## config.mk

```make
export PLATFORM = sky130hd
export DESIGN_NAME = battery_level_monitor_core
export DESIGN_NICKNAME = d
export VERILOG_FILES = /design/src/rtl/blm_pkg.sv /design/src/rtl/battery_level_monitor_core.sv /design/src/rtl/blm_ctrl.sv /design/src/rtl/blm_datapath.sv
export SDC_FILE = /design/constraint.sdc
export NUM_CORES = 1
export LEC_CHECK = 0
export BUFFER_PORTS_ARGS = -buffer_cell sky130_fd_sc_hd__buf_2
export CAP_MARGIN = 0
export CORE_UTILIZATION = 45
export DETAILED_ROUTE_END_ITERATION = 8
export PLACE_DENSITY = 0.71
export SYNTH_ARGS = -nofsm -noshare
export SYNTH_HDL_FRONTEND = slang
export SYNTH_SLANG_ARGS = --single-unit
```

## constraint.sdc

```tcl
create_clock -name i_clk -period 12.6 [get_ports i_clk]
set_input_delay 2.52 -clock i_clk [delete_from_list [all_inputs] [get_ports i_clk]]
set_output_delay 2.52 -clock i_clk [all_outputs]
set_load 0.01 [all_outputs]
```

## src/rtl/blm_pkg.sv

```systemverilog
`timescale 1ns / 1ps
`default_nettype none
// ----------------------------------------------------------------------------
// Battery level monitor package
// Shared widths, register indexes, reset values and control structs.
// ----------------------------------------------------------------------------
package blm_pkg;

    localparam int SAMPLE_W = 12;
    localparam int GAIN_W   = 20;
    localparam int MV_W     = 16;
    localparam int PCT_W    = 7;
    localparam int PROD_W   = SAMPLE_W + GAIN_W;
    localparam int NUM_W    = MV_W + PCT_W;
    localparam int IDX_W    = 3;
    localparam int KW       = 3;

    localparam logic [KW-1:0]     DIV_TOP  = KW'(PCT_W - 1);
    localparam logic [PCT_W-1:0]  PCT_FULL = PCT_W'(100);

    typedef enum logic [IDX_W-1:0] {
        REG_GAIN      = 3'd0,
        REG_MIN_MV    = 3'd1,
        REG_MAX_MV    = 3'd2,
        REG_CAL_LEN   = 3'd3,
        REG_LOW_PCT   = 3'd4
    } t_reg_idx;

    localparam logic [GAIN_W-1:0] RST_GAIN    = 20'd46388;
    localparam logic [MV_W-1:0]   RST_MIN_MV  = 16'd3000;
    localparam logic [MV_W-1:0]   RST_MAX_MV  = 16'd4200;
    localparam logic [MV_W-1:0]   RST_CAL_LEN = 16'd50;
    localparam logic [PCT_W-1:0]  RST_LOW_PCT = 7'd25;

    typedef struct packed {
        logic [GAIN_W-1:0] gain;
        logic [MV_W-1:0]   min_mv;
        logic [MV_W-1:0]   max_mv;
        logic [MV_W-1:0]   cal_len;
        logic [PCT_W-1:0]  low_pct;
    } t_cfg;

    typedef struct packed {
        logic          load_in;
        logic          mul;
        logic          upd;
        logic          prep;
        logic          div;
        logic [KW-1:0] div_k;
        logic          load_out;
    } t_cmd;

    typedef struct packed {
        logic out_free;
    } t_sts;

endpackage
`default_nettype wire

```

## src/rtl/battery_level_monitor_core.sv

```systemverilog
`timescale 1ns / 1ps
`default_nettype none
// ----------------------------------------------------------------------------
// Battery level monitor core
// Scales 12-bit ADC beats to millivolts and reports held voltage and charge.
//
// Each beat on the slave stream carries one ADC sample. The block answers
// with exactly one beat on the master stream holding the held voltage, the
// charge percent and two flags. From acceptance to a loaded result, a sample
// goes through a multiply, a state update, a prepare step, a seven-step
// restoring divide that forms the percent quotient bit by bit, and a step
// that loads the output register.
// A new sample is accepted only once the previous one is loaded into the
// output register, since one sample is in work at a time.
// The result sits in an output register, so the next sample is accepted
// while a result waits; when the receiver stalls, the block holds its
// finished result until the output register is free.
// Reset clears the calibration state and loads the default register values.
// Write registers via the write port only while idle; the block won't check.
// ----------------------------------------------------------------------------
module battery_level_monitor_core (
    input  wire logic                          i_clk,
    input  wire logic                          i_rst_n,
    input  wire logic                          i_cfg_we,
    input  wire logic [blm_pkg::IDX_W-1:0]     i_cfg_index,
    input  wire logic [blm_pkg::GAIN_W-1:0]    i_cfg_wdata,
    input  wire logic                          s_axis_tvalid,
    output logic                               s_axis_tready,
    // adc_sample [11:0], zero [15:12]
    input  wire logic [15:0]                   s_axis_tdata,
    output logic                               m_axis_tvalid,
    input  wire logic                          m_axis_tready,
    // voltage_mv [15:0], percent [22:16], zero [23]
    output logic [23:0]                        m_axis_tdata,
    // low_battery [0], calibrating [1]
    output logic [1:0]                         m_axis_tuser
);
    import blm_pkg::*;

    t_cfg r_cfg;
    t_cmd w_cmd;
    t_sts w_sts;

    logic [MV_W-1:0]  w_mv;
    logic [PCT_W-1:0] w_pct;
    logic             w_low;
    logic             w_cal;

    always_ff @(posedge i_clk) begin
        if (!i_rst_n) begin
            r_cfg.gain    <= RST_GAIN;
            r_cfg.min_mv  <= RST_MIN_MV;
            r_cfg.max_mv  <= RST_MAX_MV;
            r_cfg.cal_len <= RST_CAL_LEN;
            r_cfg.low_pct <= RST_LOW_PCT;
        end else if (i_cfg_we) begin
            case (i_cfg_index)
                REG_GAIN:    r_cfg.gain    <= i_cfg_wdata;
                REG_MIN_MV:  r_cfg.min_mv  <= i_cfg_wdata[MV_W-1:0];
                REG_MAX_MV:  r_cfg.max_mv  <= i_cfg_wdata[MV_W-1:0];
                REG_CAL_LEN: r_cfg.cal_len <= i_cfg_wdata[MV_W-1:0];
                REG_LOW_PCT: r_cfg.low_pct <= i_cfg_wdata[PCT_W-1:0];
                default: ;
            endcase
        end
    end

    blm_ctrl u_ctrl (
        .i_clk      (i_clk),
        .i_rst_n    (i_rst_n),
        .i_in_valid (s_axis_tvalid),
        .o_in_ready (s_axis_tready),
        .i_sts      (w_sts),
        .o_cmd      (w_cmd)
    );

    blm_datapath u_datapath (
        .i_clk         (i_clk),
        .i_rst_n       (i_rst_n),
        .i_cfg         (r_cfg),
        .i_cmd         (w_cmd),
        .o_sts         (w_sts),
        .i_sample      (s_axis_tdata[SAMPLE_W-1:0]),
        .o_out_valid   (m_axis_tvalid),
        .i_out_ready   (m_axis_tready),
        .o_voltage_mv  (w_mv),
        .o_percent     (w_pct),
        .o_low_battery (w_low),
        .o_calibrating (w_cal)
    );

    assign m_axis_tdata = {1'b0, w_pct, w_mv};
    assign m_axis_tuser = {w_cal, w_low};

endmodule
`default_nettype wire

```

## src/rtl/blm_ctrl.sv

```systemverilog
`timescale 1ns / 1ps
`default_nettype none
// ----------------------------------------------------------------------------
// Battery level monitor controller
// Sequences one sample through multiply, update, prepare, divide and output.
// ----------------------------------------------------------------------------
module blm_ctrl (
    input  wire logic          i_clk,
    input  wire logic          i_rst_n,
    input  wire logic          i_in_valid,
    output logic               o_in_ready,
    input  var  blm_pkg::t_sts i_sts,
    output blm_pkg::t_cmd      o_cmd
);
    import blm_pkg::*;

    typedef enum logic [5:0] {
        S_IDLE = 6'b000001,
        S_MUL  = 6'b000010,
        S_UPD  = 6'b000100,
        S_PREP = 6'b001000,
        S_DIV  = 6'b010000,
        S_FIN  = 6'b100000
    } t_state;

    t_state        r_state, n_state;
    logic [KW-1:0] r_div_k, n_div_k;

    always_comb begin
        n_state = r_state;
        n_div_k = r_div_k;
        o_cmd   = '0;
        o_cmd.div_k = r_div_k;
        case (r_state)
            S_IDLE: begin
                if (i_in_valid) begin
                    o_cmd.load_in = 1'b1;
                    n_state = S_MUL;
                end
            end
            S_MUL: begin
                o_cmd.mul = 1'b1;
                n_state = S_UPD;
            end
            S_UPD: begin
                o_cmd.upd = 1'b1;
                n_state = S_PREP;
            end
            S_PREP: begin
                o_cmd.prep = 1'b1;
                n_div_k = DIV_TOP;
                n_state = S_DIV;
            end
            S_DIV: begin
                o_cmd.div = 1'b1;
                if (r_div_k == '0) begin
                    n_state = S_FIN;
                end else begin
                    n_div_k = r_div_k - 1'b1;
                end
            end
            S_FIN: begin
                if (i_sts.out_free) begin
                    o_cmd.load_out = 1'b1;
                    n_state = S_IDLE;
                end
            end
            default: n_state = S_IDLE;
        endcase
    end

    assign o_in_ready = (r_state == S_IDLE);

    always_ff @(posedge i_clk) begin
        if (!i_rst_n) begin
            r_state <= S_IDLE;
            r_div_k <= '0;
        end else begin
            r_state <= n_state;
            r_div_k <= n_div_k;
        end
    end

endmodule
`default_nettype wire

```

## src/rtl/blm_datapath.sv

```systemverilog
`timescale 1ns / 1ps
`default_nettype none
// ----------------------------------------------------------------------------
// Battery level monitor datapath
// Scaling multiplier, calibration state, percent divider and output register.
// ----------------------------------------------------------------------------
module blm_datapath (
    input  wire logic                          i_clk,
    input  wire logic                          i_rst_n,
    input  var  blm_pkg::t_cfg                 i_cfg,
    input  var  blm_pkg::t_cmd                 i_cmd,
    output blm_pkg::t_sts                      o_sts,
    input  wire logic [blm_pkg::SAMPLE_W-1:0]  i_sample,
    output logic                               o_out_valid,
    input  wire logic                          i_out_ready,
    output logic [blm_pkg::MV_W-1:0]           o_voltage_mv,
    output logic [blm_pkg::PCT_W-1:0]          o_percent,
    output logic                               o_low_battery,
    output logic                               o_calibrating
);
    import blm_pkg::*;

    logic [SAMPLE_W-1:0] r_sample;
    logic [PROD_W-1:0]   r_prod;
    logic [MV_W-1:0]     r_cal_count;
    logic                r_cal_done;
    logic [MV_W-1:0]     r_ceiling;
    logic [MV_W-1:0]     r_held;
    logic                r_calib;
    logic                r_zero;
    logic                r_full;
    logic [NUM_W-1:0]    r_rem;
    logic [MV_W-1:0]     r_span;
    logic [PCT_W-1:0]    r_quot;
    logic                r_out_valid;
    logic [MV_W-1:0]     r_out_mv;
    logic [PCT_W-1:0]    r_out_pct;
    logic                r_out_low;
    logic                r_out_cal;

    logic [MV_W-1:0]     w_reading;
    logic [MV_W-1:0]     w_cnt_inc;
    logic [MV_W-1:0]     w_diff;
    logic [MV_W-1:0]     w_span;
    logic [NUM_W-1:0]    w_shifted;
    logic [PCT_W-1:0]    w_pct;

    // The product of a 12-bit sample and a 20-bit gain never exceeds 32 bits,
    // so its upper half is the 16-bit reading, with the lower half dropped.
    assign w_reading = r_prod[PROD_W-1 -: MV_W];
    assign w_cnt_inc = r_cal_count + 1'b1;
    assign w_diff    = r_held - i_cfg.min_mv;
    assign w_span    = i_cfg.max_mv - i_cfg.min_mv;
    assign w_shifted = NUM_W'(r_span) << i_cmd.div_k;
    assign w_pct     = r_zero ? '0 : (r_full ? PCT_FULL : r_quot);

    assign o_sts.out_free = !r_out_valid || i_out_ready;

    always_ff @(posedge i_clk) begin
        if (i_cmd.load_in) begin
            r_sample <= i_sample;
        end
        if (i_cmd.mul) begin
            r_prod <= PROD_W'(r_sample) * PROD_W'(i_cfg.gain);
        end
        if (i_cmd.prep) begin
            r_zero <= (i_cfg.max_mv <= i_cfg.min_mv) || (r_held <= i_cfg.min_mv);
            r_full <= (w_diff >= w_span);
            r_rem  <= NUM_W'(w_diff) * NUM_W'(PCT_FULL);
            r_span <= w_span;
            r_quot <= '0;
        end
        if (i_cmd.div) begin
            if (r_rem >= w_shifted) begin
                r_rem <= r_rem - w_shifted;
                r_quot[i_cmd.div_k] <= 1'b1;
            end
        end
        if (i_cmd.upd) begin
            r_calib <= !r_cal_done;
        end
        if (i_cmd.load_out) begin
            r_out_mv  <= r_held;
            r_out_pct <= w_pct;
            r_out_low <= !r_calib && (w_pct <= i_cfg.low_pct);
            r_out_cal <= r_calib;
        end
    end

    always_ff @(posedge i_clk) begin
        if (!i_rst_n) begin
            r_cal_count <= '0;
            r_cal_done  <= 1'b0;
            r_ceiling   <= '0;
            r_held      <= '0;
            r_out_valid <= 1'b0;
        end else begin
            if (i_cmd.upd) begin
                if (!r_cal_done) begin
                    r_held      <= w_reading;
                    r_cal_count <= w_cnt_inc;
                    if (w_cnt_inc >= i_cfg.cal_len) begin
                        r_cal_done <= 1'b1;
                        r_ceiling  <= w_reading;
                    end
                end else if (w_reading <= r_ceiling) begin
                    r_held <= w_reading;
                end
            end
            if (i_cmd.load_out) begin
                r_out_valid <= 1'b1;
            end else if (i_out_ready) begin
                r_out_valid <= 1'b0;
            end
        end
    end

    assign o_out_valid   = r_out_valid;
    assign o_voltage_mv  = r_out_mv;
    assign o_percent     = r_out_pct;
    assign o_low_battery = r_out_low;
    assign o_calibrating = r_out_cal;

endmodule
`default_nettype wire
```

* Word-level counts from Yosys, hierarchy flattened
Index checks and enable logic that the tools add are counted.
Word-level totals: memories 0, memory bits (writable) 0, bits in latches 0, bits in read-only memories 0, logic and storage cells 109, input port bits 44, flip-flop bits (word level) 252, output and inout bits 28
Cells by class: mux-type cells 30, bitwise logic cells 2, magnitude comparators 9, reduce and logical (&&, ||, !) cells 21, eq/ne operators 15, $mul 2, divide/modulo/power cells 0, add/subtract/negate cells 5, shifts and indexed selects 1
Operator list (number):
- 2-to-1 mux 23 bit | 3
- <= comparator 16 bit | 3
- case mux 6 bit (6 select lines) | 1
- 2-to-1 mux 7 bit | 5
- >= comparator 16 bit | 2
- multiplier 12 x 20 -> 32 bit | 1
- 2-to-1 mux 16 bit | 2
- subtractor 16 bit | 2
- >= comparator 23 bit | 1
- left shift 16 x 3 -> 23 bit | 1
- subtractor 23 bit | 1
- multiplier 16 x 5 -> 21 bit, second input constant | 1
- 2-to-1 mux 6 bit | 3
- adder 16 x 1 -> 16 bit, second input constant | 1
- AND reduction 2 bit | 8
- 2-to-1 mux 1 bit | 13
- <= comparator 7 bit | 1
- OR 7 bit | 1
- == test 3 x 2 -> 1 bit, second input constant | 2
- == test 6 x 1 -> 1 bit, second input constant | 1
- == test 6 x 2 -> 1 bit, second input constant | 1
- == test 6 x 3 -> 1 bit, second input constant | 1
- == test 6 x 4 -> 1 bit, second input constant | 1
- == test 6 x 5 -> 1 bit, second input constant | 1
- 18 further kinds | 28

* Longest topological paths before layout
Gate-level depths: netlist (run 1).
word-level depth 7, gate-level depth with buffers 27, depth with buffers taken out 27

* By module
Synthesis (run 1) repeated with hierarchy kept, for this count alone.
Unflattened totals: cells, all modules 2429, area total of the unflattened synthesis 22238.8 um^2
By module, submodules not included:
- blm_datapath | seq. area each 3763.6 um^2, area an instance 18735.5 um^2, times used 1, cells each 2073
- battery_level_monitor_core | seq. area each 1501.4 um^2, area an instance 2985.4 um^2, times used 1, cells each 294
- blm_ctrl | seq. area each 180.2 um^2, area an instance 518.0 um^2, times used 1, cells each 62

* Least setup slack after synthesis (run 1)
Ideal clock, no wire load.
kind reg-to-reg, start register u_datapath.r_sample[8], end register u_datapath.r_prod[29], data pin, path slack 7021 ps, arrival 5321 ps, stages on the path, launching flop included 22, clock period less this slack 5579 ps, buffers on the path 1, library setup time 258 ps, path through edfxtp_1 clkbuf_1 nand2_1 fa_1 inv_1 fa_1 fa_1 fa_1 inv_1 fa_1 inv_1 ha_1 a21oi_1 a21oi_1 nor4_1 a211oi_2 o211ai_1 nand3_1 o22ai_1 o21bai_1 a21oi_1 xnor2_1
On the way: longest elaborated chain between the ends 1
RTL lines:
- start, declared | line blm_datapath.sv:23 | logic [SAMPLE_W-1:0] r_sample;
- start signal, assigned | line blm_datapath.sv:61 | r_sample <= i_sample;
- multiplier 12 x 20 -> 32 bit | line blm_datapath.sv:64 | r_prod <= PROD_W'(r_sample) * PROD_W'(i_cfg.gain);
- end signal, assigned | line blm_datapath.sv:64
- end, declared | line blm_datapath.sv:24 | logic [PROD_W-1:0] r_prod;
No other way between the ends. A chain may end at the register's enable or synchronous reset.

* Worst setup path after layout (run 1)
start register u_datapath.r_sample[3], end register u_datapath.r_prod[31], data pin
Same word-level chain as after synthesis.

==> reports/metrics.cfg, run 1 <==
[run_status]
status = complete, no violations

[clock_network]
root_buffer = clkbuf_16
cts.sinks = 236
clock_latency_ns = 0.57
clk_path_buf_depth = 3
post-cts-setup-buffer-count = 0
holdBufCountCts = 0
cts_tree = yes
post_cts_resized = 0
htree_levels = 1
cts.clk_slew.worst_paths_ns = 0.07
numCtsBuffers = 26

[worst_setup_path]
worst-setup-path-type = flop to flop
endpoint_kind = flop
crit_fanout = 20
cp.arrival_ns = 6.80
critPathLaunchType = flop
cp.required_ns = 12.90

[timing]
rsz0062_at_grt = false
maxSlewViolCount = 0
fmax_mhz = 154
finalClockSkew_ns = 0.0298
worstMarginPinSlew_ns = 1.13
min_period_over_period_pct = 51.6
setup_violations = 0
hold_violations = 0
relSlewSlack_pct = 24.1
min_period_ns = 6.50
finalSetupTns_ns = 0

[placement]
gp_congestion = 0.911
dp_hpwl_um = 40600
portBuffers = 66

[layout]
syn2layout_area_growth_pct = 7.63
n_fill_cell = 4504
final_common_cell = nand2_1
multiInputGateArea_mm2 = 0.0144
layout-drive-gt1-share_pct = 6.71
final_nets = 2934
seq_area_mm2 = 0.00545
final_cell_mix = nand2_1, inv_1, ha_1

[routing]
ant_nets = 0
vias_per_cell = 5.35
dr.pass1.iters = 5
via_count = 16604
drt_wl_total_um = 51500
drc_errors = 0
post_drt_wl_per_cell_um = 16.6
drt_iter0_markers = 1099

[grt]
gr-total-overflow = 0
grt_pass1_vias = 17092
grt_usage_pct = 21.4
grt_max_degree = 84
grt_pass1_wl_um = 85000
antenna_found_initial = 2

[floorplanning]
die_x_um = 222
row_count = 80
ios = 72
initial_core_util_pct = 45.5
die-area_mm2 = 0.0491
fp.coreArea_mm2 = 0.0476
die_y_um = 222

[logic_synthesis]
synth-edff-count = 72
yosysSeqAreaShare_pct = 25.1
yosys_warnings = 0
ys_types = 85
synth_seq_cells = 236
syn-num-nets = 2936
synthFlopType = dfxtp_1
synth-async-reset-ratio_pct = 0
synthesis.instances = 2469
syn_area_per_cell_um2 = 8.78
netlist_area_mm2 = 0.0217

[power_and_ir_drop]
irDropWorstVdd_v = 0.000178
fin_total_pwr_mw = 3.83
p_per_area_mw_per_mm2 = 164
p_leak_nw = 10.7

[min_path]
hold_class = flop to flop

[flow_run]
max_cap_violations = 0

-- synthesized netlist by cell type, types with 5 or more instances --
cell / count / area [um2]
a211oi_1: 10 / 75.1
a21o_1: 49 / 368
a21oi_1: 142 / 711
a31oi_1: 7 / 43.8
and2_1: 76 / 475
and3_1: 13 / 81.3
buf_2: 5 / 25.0
clkbuf_1: 87 / 327
dfxtp_1: 164 / 3280
edfxtp_1: 72 / 2160
fa_1: 193 / 3860
ha_1: 230 / 2880
inv_1: 374 / 1400
mux2i_1: 53 / 531
mux4_2: 8 / 180
nand2_1: 430 / 1610
nand2b_1: 14 / 87.6
nand3_1: 42 / 210
nand3b_1: 7 / 52.6
nand4_1: 18 / 113
nor2_1: 107 / 402
nor2b_1: 18 / 113
nor3_1: 24 / 120
o211ai_1: 18 / 135
o21a_1: 9 / 67.6
o21ai_0: 56 / 280
o21ai_1: 7 / 35.0
o21bai_1: 9 / 67.6
or2_2: 10 / 62.6
or3_1: 11 / 68.8
xnor2_1: 49 / 429
xor2_1: 48 / 420
-- flip-flops by register name, indices dropped and copies added (netlist names), 3 cells and up --
signal                   count
u_ctrl.r_div_k               3
u_datapath.r_cal_count      16
u_ctrl.r_state               6
u_datapath.r_span           16
u_datapath.r_sample         12
u_datapath.r_rem            23
u_datapath.r_prod           16
u_datapath.o_voltage_mv     16
u_datapath.r_ceiling        16
u_datapath.r_held           16
u_datapath.r_quot            7
r_cfg                       75
u_datapath.o_percent         7
-- metal layers --
layer | track usage (%) | share of wire [%]
met1 | 26.2 | 42
met2 | 37.5 | 49
met3 | 3.19 | 5.1
met4 | 8.69 | 4.2
met5 | 0 | 0
-- power by group --
part	leakage, nW	switching [mW]	total [mW]	internal (mW)
Combinational	8.31	1.15	2.04	0.892
Sequential	1.98	0.0706	0.979	0.909
Clock	0.450	0.320	0.814	0.494
-- area by class of cell --
cell class	instances	share of cell area [%]
tap	615	3.30
sequential	236	23.3
multi-input combinational	1755	61.7
clock buffer	36	3.17
timing repair buffer	73	1.64
clock inverter	12	0.788
inverter	375	6.03
antenna	1	0.0107
-- path summary, 6_finish.rpt --
kind                        endpoint  depth (start not counted)               startpoint  slack (ns)
min reg2reg  u_datapath.r_ceiling[8]                          2  u_datapath.r_ceiling[8]        0.45
max reg2reg    u_datapath.r_prod[31]                         20   u_datapath.r_sample[3]        6.10
max            u_datapath.r_prod[31]                         20   u_datapath.r_sample[3]        6.10
min          u_datapath.r_ceiling[8]                          2  u_datapath.r_ceiling[8]        0.45
-- stage by stage --
step | setup WS (ns) | instances | util, % | cell area (um2) | hold slack, ns
finish | 6.10 | 3103 | 49.0 | 23300 | 0.452
floorplan | 7.02 | 2469 | - | 21700 | 0.427
detailed placement | 6.10 | 3054 | 47.0 | 22400 | 0.447
global route | 5.74 | 3103 | 49.0 | 23300 | 0.473
global placement | 6.25 | 3054 | 47.0 | 22400 | 0.443
CTS | 6.10 | 3102 | 49.0 | 23300 | 0.456
-- logic make-up (layout without fill, tap and decap cells) --
kind of cell | after synthesis | in the layout | synth area share (%)
AND/OR/NAND/NOR | 797 | 797 | 16.6
buffers and inverters | 478 | 496 | 8.48
adder cells (fa/ha/maj) | 423 | 423 | 31.1
flip-flops | 236 | 236 | 25.1
other | 1 | 2 | 0.0173
multiplexers | 65 | 65 | 3.49
AO/OA/AOI/OAI | 372 | 372 | 11.2
XOR/XNOR | 97 | 97 | 3.92
-- critical path, stage by stage (launching register included) --
cell and delay (ns):
edfxtp_1 0.87, nand2_1 0.18, fa_1 0.53, fa_1 0.51
inv_1 0.05, fa_1 0.50, fa_1 0.54, inv_1 0.06
fa_1 0.56, inv_1 0.05, ha_1 0.33, nand4_1 0.14
nor3_1 0.07, a21oi_1 0.44, a211oi_2 0.19, o211ai_1 0.23
nand3_1 0.19, o22ai_1 0.35, o21ai_1 0.15, a21oi_1 0.21
xnor2_1 0.08
Note: power is estimated with default switching activity, not from simulation.
==> inputs of run 2 (changes only) <==
- PLACE_DENSITY: 0.71 -> 0.73
- clock period: 12.6 -> 5.4 ns (I/O delays scaled with it)
==> run 2 against run 1 <==
The run now ends with negative setup slack left. Global-route usage is 1.1 points higher. Clock power is 130% higher. Combinational power grew to 3.1 times the previous value. Critical path depth is 1 higher. Critical path type unchanged. Critical endpoint is now u_datapath.r_prod[29]. Die area stayed put. Design area is 8.2% higher. Largest cell class unchanged. Hold slack better by 0.0020 ns. Power grew to 2.7 times the previous value. Non-clock buffer count is 171 higher. Via count is 5.4% higher. Register-to-register slack worse by 6.2 ns. Wire length is 8.6% higher.
==> reports/metrics.cfg, run 2 (synthesis results as in run 1) <==
[run_status]
status = complete, but fails checks  ; was complete, no violations
violations = negative setup slack

[layout]
layout-drive-gt1-share_pct = 16.8  ; was 6.71%
n_fill_cell = 4213  ; was 4504
multiInputGateArea_mm2 = 0.0150  ; was 0.0144 mm2
final_nets = 3105  ; was 2934
syn2layout_area_growth_pct = 16.5  ; was 7.63%
final_common_cell = nand2_1  ; unchanged
final_cell_mix = nand2_1, inv_1, ha_1  ; unchanged
final_cells = 3276  ; was 3103
regMostFlops = r_cfg  ; unchanged
largest_register_ffs = 75  ; unchanged
reg.largest.list = r_cfg: 75 flops, u_datapath.r_rem: 23 flops  ; unchanged
post-route-cell-area_mm2 = 0.0253  ; was 0.0233 mm2
seq_area_mm2 = 0.00546  ; was 0.00545 mm2

[timing]
fin_hold_ws_ns = 0.454  ; was 0.452 ns
relSlewSlack_pct = 26.8  ; was 24.1%
finalClockSkew_ns = 0.0140  ; was 0.0298 ns
setup_violations = 10  ; was 0
maxSlewViolCount = 0  ; unchanged
min_period_ns = 5.54  ; was 6.50 ns
rsz0062_at_grt = true  ; was false
finalSetupTns_ns = -1.02  ; was 0 ns
fmax_mhz = 180  ; was 154 MHz
fin_ws_ns = -0.143  ; was 6.10 ns
hold_violations = 0  ; unchanged
min_period_over_period_pct = 103  ; was 51.6%
worstMarginPinSlew_ns = 1.09  ; was 1.13 ns

[power_and_ir_drop]
switchingPower_mw = 4.18  ; was 1.54 mW
swShare_pct = 39.7  ; was 40.1%
p_per_area_mw_per_mm2 = 417  ; was 164 mW/mm2
irDropWorstVdd_v = 0.000561  ; was 0.000178 V
p_comb_share_pct = 61.0  ; was 53.2%
p_leak_nw = 11.7  ; was 10.7 nW
p_clk_share_pct = 18.0  ; was 21.2%
p_int_mw = 6.35  ; was 2.30 mW
seqPwrFrac_pct = 21.0  ; was 25.6%

[routing]
vias_per_cell = 5.34  ; was 5.35
via_count = 17504  ; was 16604
drt_wl_total_um = 55900  ; was 51500 um
ant_nets = 0  ; unchanged
dr.pass1.iters = 5  ; unchanged
drt_iter0_markers = 1119  ; was 1099
drc_errors = 0  ; unchanged
post_drt_wl_per_cell_um = 17.1  ; was 16.6 um

[min_path]
hold_class = flop to flop  ; unchanged
hold_start = r_cfg[54]  ; was u_datapath.r_ceiling[8]
worstHoldPathCells = 2  ; unchanged

[worst_setup_path]
path_cells = and2_4 -> fa_1 -> inv_1 -> fa_1 -> inv_2 -> fa_1 -> fa_1 -> inv_1 -> fa_1 -> inv_2 -> ha_4 -> nand4_1 -> nor3_2 -> a21oi_2 -> a211oi_4 -> o211ai_1 -> nand3_2 -> o22ai_4 -> o21bai_1 -> a21oi_1 -> xnor2_1  ; was nand2_1 -> fa_1 -> fa_1 -> inv_1 -> fa_1 -> fa_1 -> inv_1 -> fa_1 -> inv_1 -> ha_1 -> nand4_1 -> nor3_1 -> a21oi_1 -> a211oi_2 -> o211ai_1 -> nand3_1 -> o22ai_1 -> o21ai_1 -> a21oi_1 -> xnor2_1
critPathLaunch = u_datapath.r_sample[7]  ; was u_datapath.r_sample[3]
cp_common_cell = fa_1  ; unchanged
slowest_stage = fa_1  ; was edfxtp_1
cpPeakStageDelay_ns = 0.54  ; was 0.87 ns
critPathLaunchType = flop  ; unchanged
cp.required_ns = 5.71  ; was 12.90 ns
worst-setup-path-type = flop to flop  ; unchanged
r2r-start = u_datapath.r_sample[7]  ; was u_datapath.r_sample[3]
crit_fanout = 6  ; was 20
cp.arrival_ns = 5.85  ; was 6.80 ns
endpoint_kind = flop  ; unchanged
rr_worst_depth = 21  ; was 20

[clock_network]
clk_path_buf_depth = 3  ; unchanged
clock_latency_ns = 0.57  ; about the same
cts.sinks = 236  ; unchanged
htree_levels = 1  ; unchanged
cts_tree = yes  ; unchanged
cts.clk_slew.worst_paths_ns = 0.06  ; was 0.07 ns
root_buffer = clkbuf_16  ; unchanged
numCtsBuffers = 26  ; unchanged

[grt]
gr-total-overflow = 0  ; unchanged
antenna_found_initial = 3  ; was 2
grt_usage_pct = 22.5  ; was 21.4%
grt_max_degree = 61  ; was 84
grt_pass1_wl_um = 88900  ; was 85000 um
grt_pass1_vias = 17737  ; was 17092

[floorplanning]
row_count = 80  ; unchanged
ios = 72  ; unchanged
fp.coreArea_mm2 = 0.0476  ; unchanged
initial_core_util_pct = 45.5  ; unchanged
die_x_um = 222  ; unchanged
die_y_um = 222  ; unchanged
die-area_mm2 = 0.0491  ; unchanged

[placement]
dp.cells = 3187  ; was 3054
portBuffers = 66  ; unchanged
gp_congestion = 0.915  ; was 0.911
dp_hpwl_um = 44300  ; was 40600 um
place_area_mm2 = 0.0234  ; was 0.0224 mm2

[flow_run]
max_cap_violations = 0  ; unchanged

## run 2: cell count changes in the layout (fill, tap and decap cells not counted), moves of 13 or more
| cell | before | now |
|---|---|---|
| buf_4 | 7 | 165 |
| ha_1 | 230 | 212 |
| ha_4 | 0 | 17 |
| inv_1 | 374 | 357 |
| inv_2 | 1 | 17 |
| a21oi_1 | 142 | 129 |
| a21oi_2 | 3 | 16 |
| buf_6 | 0 | 13 |
## run 2: final timing paths
| check | end | slack (ns) |
|---|---|---|
| min | r_cfg[54] | 0.45 |
| min reg2reg | r_cfg[54] | 0.45 |
| max | u_datapath.r_prod[29] | -0.14 |
| max reg2reg | u_datapath.r_prod[29] | -0.14 |
## run 2: repair_timing
item	CTS	global route
setup endpoints to repair	15	19
gates resized for setup	64	76
hold buffers	0	0
pin swaps	60	91
hold endpoints to repair	0	0
buffers inserted	25	20
## run 2: per-layer routing
metal,vias to the layer above,track usage [%],wire length (um)
met2,443,40.0,27400
li1,8391,-,-
met5,-,0,0
met1,8540,27.7,23400
met4,0,8.96,2470
met3,130,2.70,2630
## run 2: power by group through the flow
stage	Sequential, mW	Clock, mW	Combinational (mW)
floorplan	2.20	0	3.90
global placement	2.25	0	5.32
detailed placement	2.25	0	5.54
CTS	2.21	1.93	6.28
global route	2.22	1.98	7.28
finish	2.21	1.89	6.42
## run 2: through the flow
| stage | total power, mW | setup WS [ns] | utilization [%] |
|---|---|---|---|
| detailed placement | 7.80 | -0.446 | 49.2 |
| CTS | 10.4 | -0.215 | 52.0 |
| global placement | 7.57 | -0.337 | 49.2 |
| floorplan | 6.10 | 0.00224 | - |
| global route | 11.5 | -0.356 | 53.0 |
| finish | 10.5 | -0.143 | 53.0 |
## run 2: worst max-delay path: cells and delay by family, from the launching register on
| kind | cells | cell delay [ns] |
|---|---|---|
| and+or+nand+nor | 4 | 0.69 |
| adders and majority gates | 6 | 2.75 |
| AOI/OAI and AO/OA | 6 | 1.01 |
| buffers and inverters | 4 | 0.20 |
| xor gates and xnor gates | 1 | 0.13 |
| DFF | 1 | 0.50 |
## run 2: final cells by class
cell class	count	share of cell area, %
Tap cell	615	3.05
Timing Repair Buffer	244	6.79
Clock buffer	39	3.18
Antenna cell	3	0.0297
Multi-Input combinational cell	1755	59.3
Inverter	375	5.58
Sequential cell	236	21.6
Clock inverter	9	0.431
==> inputs of run 3 (changes only) <==
- SETUP_SLACK_MARGIN: unset -> 0.5
==> run 3 against run 2 <==
The run still ends with negative setup slack left. Register-to-register slack lost 0.07 ns. Cell count shrank 0.98%. Clock skew is essentially flat. Core utilization is essentially flat. First-iteration DRC count grew 17%. Clock power grew 6%. Setup slack lost 0.071 ns. Power is essentially flat. Global-route usage shrank 0.068 points. Critical endpoint is now u_datapath.r_prod[31]. Largest cell class unchanged.
==> reports/metrics.cfg, run 3 (synthesis results as in run 1) <==
[run_status]
status = complete, but fails checks  ; unchanged
violations = negative setup slack  ; unchanged

[floorplanning]
fp.coreArea_mm2 = 0.0476  ; unchanged
ios = 72  ; unchanged
die_y_um = 222  ; unchanged
row_count = 80  ; unchanged
initial_core_util_pct = 45.5  ; unchanged
die-area_mm2 = 0.0491  ; unchanged
die_x_um = 222  ; unchanged

[min_path]
hold_start = r_cfg[15]  ; was r_cfg[54]
hold_class = flop to flop  ; unchanged

[power_and_ir_drop]
irDropWorstVdd_v = 0.000458  ; was 0.000561 V
p_leak_nw = 11.6  ; was 11.7 nW
fin_total_pwr_mw = 10.5  ; about the same
p_per_area_mw_per_mm2 = 416  ; was 417 mW/mm2

[worst_setup_path]
cp.arrival_ns = 5.92  ; was 5.85 ns
path_delay_family = adder cells  ; unchanged
worst-setup-path-type = flop to flop  ; unchanged
critPathLaunchType = flop  ; unchanged
cp_common_cell = fa_1  ; unchanged
r2r-start = u_datapath.r_sample[8]  ; was u_datapath.r_sample[7]
path_buf_inv = 5  ; was 4
slowest_stage = fa_1  ; unchanged
cp.required_ns = 5.70  ; was 5.71 ns
crit_fanout = 6  ; unchanged
cpPeakStageDelay_ns = 0.55  ; was 0.54 ns
endpoint_kind = flop  ; unchanged
path_cells = buf_6 -> nand2_2 -> fa_1 -> inv_2 -> fa_1 -> fa_1 -> fa_1 -> inv_1 -> fa_1 -> inv_2 -> ha_4 -> nand4_1 -> nor3_2 -> a21oi_2 -> a211oi_4 -> o211ai_1 -> nand3_1 -> o22ai_2 -> buf_4 -> o21ai_4 -> a21oi_2 -> xnor2_1  ; was and2_4 -> fa_1 -> inv_1 -> fa_1 -> inv_2 -> fa_1 -> fa_1 -> inv_1 -> fa_1 -> inv_2 -> ha_4 -> nand4_1 -> nor3_2 -> a21oi_2 -> a211oi_4 -> o211ai_1 -> nand3_2 -> o22ai_4 -> o21bai_1 -> a21oi_1 -> xnor2_1
critPathLaunch = u_datapath.r_sample[8]  ; was u_datapath.r_sample[7]

[layout]
final_cells = 3244  ; was 3276
final_common_cell = nand2_1  ; unchanged
largest_register_ffs = 75  ; unchanged
final_nets = 3076  ; was 3105
final_cell_mix = nand2_1, inv_1, ha_1  ; unchanged
reg.largest.list = r_cfg: 75 flops, u_datapath.r_rem: 23 flops  ; unchanged
post-route-cell-area_mm2 = 0.0253  ; about the same
layout-drive-gt1-share_pct = 16.8  ; about the same
regMostFlops = r_cfg  ; unchanged
post-route-util_pct = 53.0  ; about the same
n_fill_cell = 4131  ; was 4213
syn2layout_area_growth_pct = 16.5  ; about the same
antenna_cells = 0  ; was 3

[timing]
fmax_mhz = 178  ; was 180 MHz
fin_ws_ns = -0.215  ; was -0.143 ns
relSlewSlack_pct = 20.5  ; was 26.8%
setup_violations = 6  ; was 10
hold_violations = 0  ; unchanged
finalClockSkew_ns = 0.0137  ; was 0.0140 ns
min_period_over_period_pct = 104  ; was 103%
worstMarginPinSlew_ns = 1.19  ; was 1.09 ns
min_period_ns = 5.61  ; was 5.54 ns
rsz0062_at_grt = true  ; unchanged
fin_hold_ws_ns = 0.455  ; was 0.454 ns
maxSlewViolCount = 0  ; unchanged

[clock_network]
clock_latency_ns = 0.56  ; was 0.57 ns
cts.sinks = 236  ; unchanged
htree_levels = 1  ; unchanged
root_buffer = clkbuf_16  ; unchanged
cts_tree = yes  ; unchanged
numCtsBuffers = 26  ; unchanged
cts.clk_slew.worst_paths_ns = 0.07  ; was 0.06 ns
holdBufCountCts = 0  ; unchanged
clk_path_buf_depth = 3  ; unchanged

[routing]
via_count = 17409  ; was 17504
dr.pass1.iters = 5  ; unchanged
vias_per_cell = 5.37  ; was 5.34
drt_iter0_markers = 1304  ; was 1119
drt_wl_total_um = 54800  ; was 55900 um
ant_nets = 0  ; unchanged
drc_errors = 0  ; unchanged
post_drt_wl_per_cell_um = 16.9  ; was 17.1 um

[placement]
place_area_mm2 = 0.0234  ; about the same
gp_congestion = 0.913  ; was 0.915
dp.cells = 3157  ; was 3187
portBuffers = 66  ; unchanged
dp_hpwl_um = 43300  ; was 44300 um

[grt]
gr-total-overflow = 0  ; unchanged
grt_max_degree = 61  ; unchanged
grt_pass1_vias = 17813  ; was 17737
grt_pass1_wl_um = 89600  ; was 88900 um
antenna_found_initial = 3  ; unchanged
grt_usage_pct = 22.4  ; was 22.5%

[flow_run]
max_cap_violations = 0  ; unchanged

## run 3: per-layer routing
metal,GRT usage [%],vias to the layer above,share of wire (%)
li1,-,8326,-
met1,27.9,8405,41
met2,39.4,548,49
met3,3.45,130,6.3
met4,7.75,0,3.5
met5,0,-,0
## run 3: cell type report
cell class	instances	area (um2)	share of cell area [%]
multi-input cells	1755	15100	59.9
flip-flops and latches	236	5460	21.6
repair buffers	215	1530	6.05
inverters	375	1410	5.57
well taps	615	769	3.05
clock buffers	31	743	2.94
clock inverters	17	230	0.911
## run 3: metrics by stage
stage | setup slack, ns | setup TNS, ns
floorplan | 0.210 | 0
global placement | -0.234 | -0.925
detailed placement | -0.297 | -1.39
finish | -0.215 | -0.990
global route | -0.399 | -3.10
CTS | -0.119 | -0.338
## run 3: power by group
| group | internal [mW] | switching [mW] |
|---|---|---|
| registers | 2.12 | 0.0828 |
| logic | 2.96 | 3.35 |
| clock network | 1.23 | 0.786 |
| total | 6.30 | 4.22 |
## run 3: path summary, 6_finish.rpt
path / endpoint / slack [ns] / depth (start not counted)
worst max-delay path: u_datapath.r_prod[31] / -0.21 / 22
worst min-delay path: r_cfg[15] / 0.45 / 2
worst max register to register: u_datapath.r_prod[31] / -0.21 / 22
worst min register to register: r_cfg[15] / 0.45 / 2
## run 3: worst reg2reg max path: cells and delay by family, from the launching register on
family                     cells  cell delay, ns
adders and majority gates      6            2.77
xor gates and xnor gates       1            0.11
and+or+nand+nor                4            0.55
buffers and inverters          5            0.46
DFF                            1            0.54
AOI/OAI and AO/OA              6            0.92
## run 3: repair_timing
action / 4_1_cts / 5_1_grt
setup endpoints to repair: 22 / 26
pin swaps: 50 / 45
hold endpoints to repair: 0 / 0
buffers inserted: 23 / 16
resized for setup: 71 / 64
